`src/rtl/core/bps_ram.sv`:
```
// Generic single-write, single-read synchronous RAM with registered read data.
`timescale 1ns / 1ps

module bps_ram #(
    parameter int WIDTH = 128,
    parameter int DEPTH = 8
) (
    input  logic                             i_clk,
    input  logic                             i_we,
    input  logic [$clog2(DEPTH)-1:0]         i_waddr,
    input  logic [WIDTH-1:0]                 i_wdata,
    input  logic [$clog2(DEPTH)-1:0]         i_raddr,
    output logic [WIDTH-1:0]                 o_rdata
);

    logic [WIDTH-1:0] r_mem [DEPTH];

    always_ff @(posedge i_clk) begin
        if (i_we) begin
            r_mem[i_waddr] <= i_wdata;
        end
        o_rdata <= r_mem[i_raddr];
    end

endmodule

```
`config.mk`:
```
export PLATFORM = sky130hd
export DESIGN_NAME = bps_ram
export DESIGN_NICKNAME = d
export VERILOG_FILES = /design/src/rtl/core/bps_ram.sv
export SDC_FILE = /design/constraint.sdc
export NUM_CORES = 1
export LEC_CHECK = 0
export BUFFER_PORTS_ARGS = -buffer_cell sky130_fd_sc_hd__buf_2
export CAP_MARGIN = 15
export CORE_ASPECT_RATIO = 0.6
export CORE_MARGIN = 4
export CORE_UTILIZATION = 37
export DETAILED_ROUTE_END_ITERATION = 10
export GPL_TIMING_DRIVEN = 1
export PLACE_DENSITY = 0.64
export SLEW_MARGIN = 10
export SYNTH_ARGS = -nofsm -noshare
export SYNTH_HDL_FRONTEND = slang
export SYNTH_SLANG_ARGS = --single-unit
```
`constraint.sdc`:
```
create_clock -name i_clk -period 10.5 [get_ports i_clk]
set_input_delay 1.05 -clock i_clk [delete_from_list [all_inputs] [get_ports i_clk]]
set_output_delay 1.05 -clock i_clk [all_outputs]
set_load 0.02 [all_outputs]
```
==> results of run 1 <==
==> logic make-up (layout without fill, tap and decap cells) <==
logic type | Yosys count | in the layout
muxes | 384 | 384
DFF | 1152 | 1152
other | 0 | 7
buffers and inverters | 71 | 487
and+or+nand+nor | 13 | 13
==> path summary, 6_finish.rpt <==
| path | start | endpoint | slack, ps |
|---|---|---|---|
| max | i_raddr[0] | o_rdata[17]$_DFF_P_ | 6810 |
| min | i_wdata[64] | r_mem[5][64]$_DFFE_PP_ | 630 |
| max reg2reg | r_mem[7][115]$_DFFE_PP_ | o_rdata[115]$_DFF_P_ | 9190 |
| min reg2reg | r_mem[6][73]$_DFFE_PP_ | o_rdata[73]$_DFF_P_ | 670 |
==> registers in the layout, indices dropped and copies added (netlist names) <==
signal,cells
r_mem,1024
o_rdata,128
==> cell type report <==
type / count / area (µm²)
clock inverter: 59 / 605.6
sequential: 1152 / 33310
multi-input combinational: 397 / 7604
tap: 1488 / 1862
antenna: 7 / 17.52
timing repair buffer: 287 / 1573
fill: 9320 / 62550
clock buffer: 141 / 3029
==> metrics by stage <==
step           instances  power (mW)  util (%)  hold slack [ps]
2_1_floorplan       1620       5.665         -            640.7
5_1_grt             3525       10.10     43.41            564.1
6_report            3531       9.712     43.42            625.9
3_5_place_dp        3324       5.878     40.12            655.4
3_3_place_gp        3324       5.855     40.12            654.2
4_1_cts             3524       9.860     43.40            545.4
==> layout by cell type (no fill, tap or decap) <==
cell type | Yosys | final
dfxtp_1 | 128 | 128
buf_6 | 7 | 1
mux2_2 | 128 | 128
diode_2 | 0 | 7
inv_16 | 0 | 1
buf_2 | 3 | 260
inv_8 | 0 | 1
edfxtp_1 | 1024 | 1024
inv_6 | 0 | 4
clkinvlp_4 | 0 | 6
clkbuf_8 | 13 | 16
buf_12 | 2 | 4
clkinv_4 | 0 | 2
nand2b_1 | 3 | 3
buf_8 | 19 | 2
clkbuf_1 | 12 | 15
clkbuf_16 | 0 | 110
bufinv_16 | 0 | 10
clkinv_8 | 0 | 1
clkinv_2 | 0 | 26
buf_4 | 1 | 20
mux4_1 | 72 | 72
clkinv_1 | 0 | 8
mux4_2 | 184 | 184
nand2_1 | 2 | 2
nor2_4 | 0 | 6
nor3_4 | 0 | 2
==> worst max-delay path: stages <==
cell	delay, ps
buf_8	530
buf_4	790
buf_4	810
mux4_1	650
mux2_2	270
==> report_power, final <==
group | total (mW) | switching [mW] | internal, mW | leakage, nW
Combinational | 0.530 | 0.305 | 0.224 | 3.64
Clock | 3.95 | 1.67 | 2.28 | 1.79
Sequential | 5.23 | 0.0551 | 5.18 | 10.4
Total | 9.71 | 2.03 | 7.69 | 15.8
==> cell usage after synthesis <==
| library cell | instances | area, µm² |
|---|---|---|
| nand2_1 | 2 | 7.510 |
| buf_6 | 7 | 78.83 |
| edfxtp_1 | 1024 | 30750 |
| nor3_1 | 2 | 10.01 |
| clkbuf_8 | 13 | 178.9 |
| mux2_2 | 128 | 1441 |
| buf_1 | 13 | 48.80 |
| nand2b_1 | 3 | 18.77 |
| buf_12 | 2 | 40.04 |
| nor2_1 | 6 | 22.52 |
| clkbuf_4 | 1 | 7.510 |
| dfxtp_1 | 128 | 2562 |
| buf_8 | 19 | 285.3 |
| clkbuf_1 | 12 | 45.04 |
| mux4_1 | 72 | 1892 |
| buf_2 | 3 | 15.01 |
| buf_4 | 1 | 7.510 |
| mux4_2 | 184 | 4144 |
==> routing by layer <==
metal	track usage (%)	routed length, µm
met1	19.58	37040
met2	23.93	42320
met3	3.673	4818
met4	3.306	1472
met5	0	152
==> flow_metrics.tcl, run 1 <==
set metrics [dict create \
    die_w_um 440.6 \
    post-place-ws_ps 5940 \
    place_area_mm2 0.04435 \
    crit_arrival_ps 4270 \
    drt-initial-drc-count 1263 \
    start_util_pct 37.59 \
    clk_latency_ps 700 \
    die_area_mm2 0.1179 \
    synth_top_family_by_area "multiplexers" \
    worstRegToRegCells 2 \
    endpoint_kind "register" \
    grt_pass1_vias 18710 \
    totalWireLength_um 85810 \
    synth_compound_area_share_pct 0 \
    rsz0062_at_grt "false" \
    setup_tns_ps 0 \
    coreArea_mm2 0.1106 \
    setup_viol 0 \
    maxSlewHeadroom_pct 28.39 \
    clkTransAtPathRegs_ps 60 \
    nNetsFinal 2081 \
    vias 17600 \
    htreeDepth 3 \
    yosysWarnings 0 \
    post_cts_resized 0 \
    cts_setup_buffers 0 \
    ir_drop_uv 135.5 \
    rows 94 \
    synthMuxAreaShare_pct 17.99 \
    period_share_pct 35.19 \
    worstMarginPinSlew_ps 1074 \
    io_buffers 263 \
    die_h_um 267.6 \
    antenna_found_initial 27 \
    firstDrtPassIters 5 \
    avgSynthCellArea_um2 25.65 \
    avgViaCountPerCell 4.983 \
    fin_skew_ps 21.28 \
    syn_to_final_growth_pct 15.52 \
    hold_viol_final 0 \
    outcome "finished clean" \
    p_leak_nw 15.82 \
    min_period_ps 3694 \
    power.density_mw_per_mm2 202.3 \
    root_buffer "clkbuf_16" \
    seq_area_frac_synth_pct 80.16 \
    path_class "in2reg" \
    required_ps 11070 \
    drv_cap 0 \
    fin_ws_ps 6806 \
    grt_max_degree 129 \
    synth_fa_ha_area_share_pct 0 \
    ant_nets 0 \
    ys_types 18 \
    tritoncts "done" \
    max_freq_mhz 270.7 \
    worstPathMaxFanout 71 \
    cp-start-kind "input port" \
    gp_congestion 0.6667 \
    hp-class "in2reg" \
    route.detailed.wl_per_inst_um 24.30 \
    grt.overflow.total 0 \
    synth_area_mm2 0.04155 \
    synth-simple-area-share_pct 0.1415 \
    grt_pass1_wl_um 125900 \
    design_area_mm2 0.04800 \
    ys_ff_latch 1152 \
    drv_slew 0 \
    drive_gt1_share_pct 38.51 \
    clkSinkCount 1152 \
    grtUsageTotal_pct 14.52 \
    drc_errors 0 \
    holdPathStages 1 \
    yosys.area_share.xor_xnor_pct 0 \
    synthCells 1620 \
    cts_buffer_depth 3 \
    io_pins 264 \
    dp_hpwl_um 43520 \
    numCtsBuffers 107 \
    synth_fp_nets 1756 \
    postCtsHoldBufs 0 \
]
No activity file was read; power rests on OpenSTA's default activity.
==> inputs of run 2 (changes only) <==
==> constraint.sdc (replaced) <==
create_clock -name i_clk -period 2.95 [get_ports i_clk]
set_input_delay 0.295 -clock i_clk [delete_from_list [all_inputs] [get_ports i_clk]]
set_output_delay 0.295 -clock i_clk [all_outputs]
set_load 0.02 [all_outputs]
==> flow_metrics.tcl, run 2 (synthesized netlist as in run 1, its figures left out) <==
set metrics [dict create \
    rows 94 \
    place_area_mm2 0.04484 \
    largest_reg_flops 1024 \
    slowest_stage "dlygate4sd3_1" \
    fin_ws_ps 1222 \
    root_buffer "clkbuf_16" \
    p_int_mw 26.93 \
    postCtsHoldBufs 130 \
    post_cts_resized 0 \
    grt.busiest_layer "met2" \
    r2r-end "o_rdata[100]$_DFF_P_" \
    gp_congestion 0.6935 \
    power.density_mw_per_mm2 689.3 \
    totalWireLength_um 85090 \
    max_freq_mhz 578.8 \
    slowest_delay_ps 530 \
    use_met3_pct 3.344 \
    p_sw_share_pct 21.23 \
    vias 18210 \
    drt-initial-drc-count 1358 \
    hold_viol_final 0 \
    syn_to_final_growth_pct 19.36 \
    numCtsBuffers 102 \
    path_class "in2reg" \
    worstPathMaxFanout 46 \
    clk_latency_ps 700 \
    clkSinkCount 1152 \
    min_to "o_rdata[55]$_DFF_P_" \
    rsz0062_at_grt "false" \
    grt.overflow.total 0 \
    grt_pass1_vias 19680 \
    met2_usage_pct 24.07 \
    ir_drop_uv 499.5 \
    outcome "finished clean" \
    final_common_cell "edfxtp_1" \
    required_ps 3300 \
    grt_max_degree 73 \
    dp_hpwl_um 45920 \
    io_pins 264 \
    setup_viol 0 \
    grt_pass1_wl_um 127300 \
    route.detailed.wl_per_inst_um 23.15 \
    drive_gt1_share_pct 36.19 \
    die_w_um 440.6 \
    coreArea_mm2 0.1106 \
    combPwrFrac_pct 6.1 \
    min_period_ps 1728 \
    antenna_found_initial 9 \
    hp-class "in2reg" \
    worstRegToRegCells 2 \
    top_register "r_mem" \
    reg_top3 "r_mem x1024, o_rdata x128" \
    tritoncts "done" \
    avgViaCountPerCell 4.954 \
    maxSlewHeadroom_pct 56.60 \
    grt_util_met1_pct 19.60 \
    p_switching_mw 7.258 \
    clkTransAtPathRegs_ps 60 \
    drc_errors 0 \
    endpoint_kind "register" \
    fin_skew_ps 16.39 \
    htreeDepth 3 \
    start_util_pct 37.59 \
    worstPathCellList "dlygate4sd3_1 > buf_2 > nand2b_1 > nor2_4 > buf_12" \
    design_area_mm2 0.04960 \
    mostFrequentLayoutCells "edfxtp_1 (1024), buf_2 (260), mux4_2 (184)" \
    seqPwrFrac_pct 54.4 \
    worstMarginPinSlew_ps 651.1 \
    die_area_mm2 0.1179 \
    holdPathStages 2 \
    clock_power_share_pct 39.4 \
    ff2ff_setup_slack_ps 1670 \
    post-place-ws_ps 702.2 \
    cp-start-kind "input port" \
    setup_tns_ps 0 \
    cts_buffer_depth 3 \
    grtUsageTotal_pct 14.51 \
    cts_setup_buffers 0 \
    p_leak_nw 16.44 \
    reg2reg_from "r_mem[2][100]$_DFFE_PP_" \
    crit_arrival_ps 2070 \
    io_buffers 263 \
    period_share_pct 58.57 \
    die_h_um 267.6 \
    min_from "i_raddr[1]" \
    firstDrtPassIters 5 \
    drv_cap 0 \
    nNetsFinal 2226 \
    ant_nets 0 \
    drv_slew 0 \
]
-- run 2: changes by cell type in the layout (fill, tap and decap cells not counted), moves of 2 or more --
cell	delta
clkbuf_8	-4
buf_12	+25
clkbuf_16	-8
clkinvlp_4	+2
dlygate4sd3_1	+130
clkbuf_1	+4
clkinv_2	-8
clkinv_1	+7
inv_16	+3
buf_4	-5
clkinv_4	-2
-- run 2: worst max path at each step --
stage                                   end  cells after the start                 start  slack [ps]
global placement       o_rdata[100]$_DFF_P_                      4            i_raddr[0]         720
CTS                            o_rdata[110]                      1  o_rdata[110]$_DFF_P_        1260
global route        r_mem[5][118]$_DFFE_PP_                      5            i_waddr[1]        1250
finish              r_mem[5][121]$_DFFE_PP_                      5            i_waddr[1]        1220
detailed placement     o_rdata[100]$_DFF_P_                      4            i_raddr[0]         700
floorplan             r_mem[1][0]$_DFFE_PP_                      2            i_waddr[1]       -1310
-- run 2: power by group through the flow --
stage               Clock, mW  Sequential (mW)  Combinational [mW]
floorplan                   0             19.2               0.983
global placement            0             18.9                1.93
detailed placement          0             19.0                1.99
CTS                      13.9             18.6                2.14
global route             14.7             18.7                2.25
finish                   13.5             18.6                2.09
-- run 2: metal layers --
| layer | wire, µm | part of all wire [%] |
|---|---|---|
| met4 | 1532 | 1.8 |
| met2 | 42150 | 50 |
| met3 | 4743 | 5.6 |
| met5 | 7 | 0.0082 |
| met1 | 36650 | 43 |
-- run 2: layout make-up --
type	count	area (µm²)
antenna	7	17.52
fill	9138	60950
clock inverter	61	656.9
tap	1488	1862
timing repair buffer	437	3337
multi-input combinational	397	7627
sequential	1152	33310
clock buffer	133	2789
-- run 2: stage by stage --
stage / cells / power [mW] / hold slack [ps] / util, %
after floorplan: 1620 / 20.14 / 393.9 / -
after global placement: 3344 / 20.86 / 548.1 / 40.56
after detailed placement: 3344 / 20.96 / 560.9 / 40.56
after CTS: 3668 / 34.67 / 1.754 / 44.85
after global routing: 3672 / 35.57 / 21.54 / 44.86
final: 3675 / 34.19 / 73.38 / 44.87
-- run 2: worst max-delay path, delay by kind of cell --
kind          cells  cell delay, ps
buf+inv           3            1050
simple gates      2             640
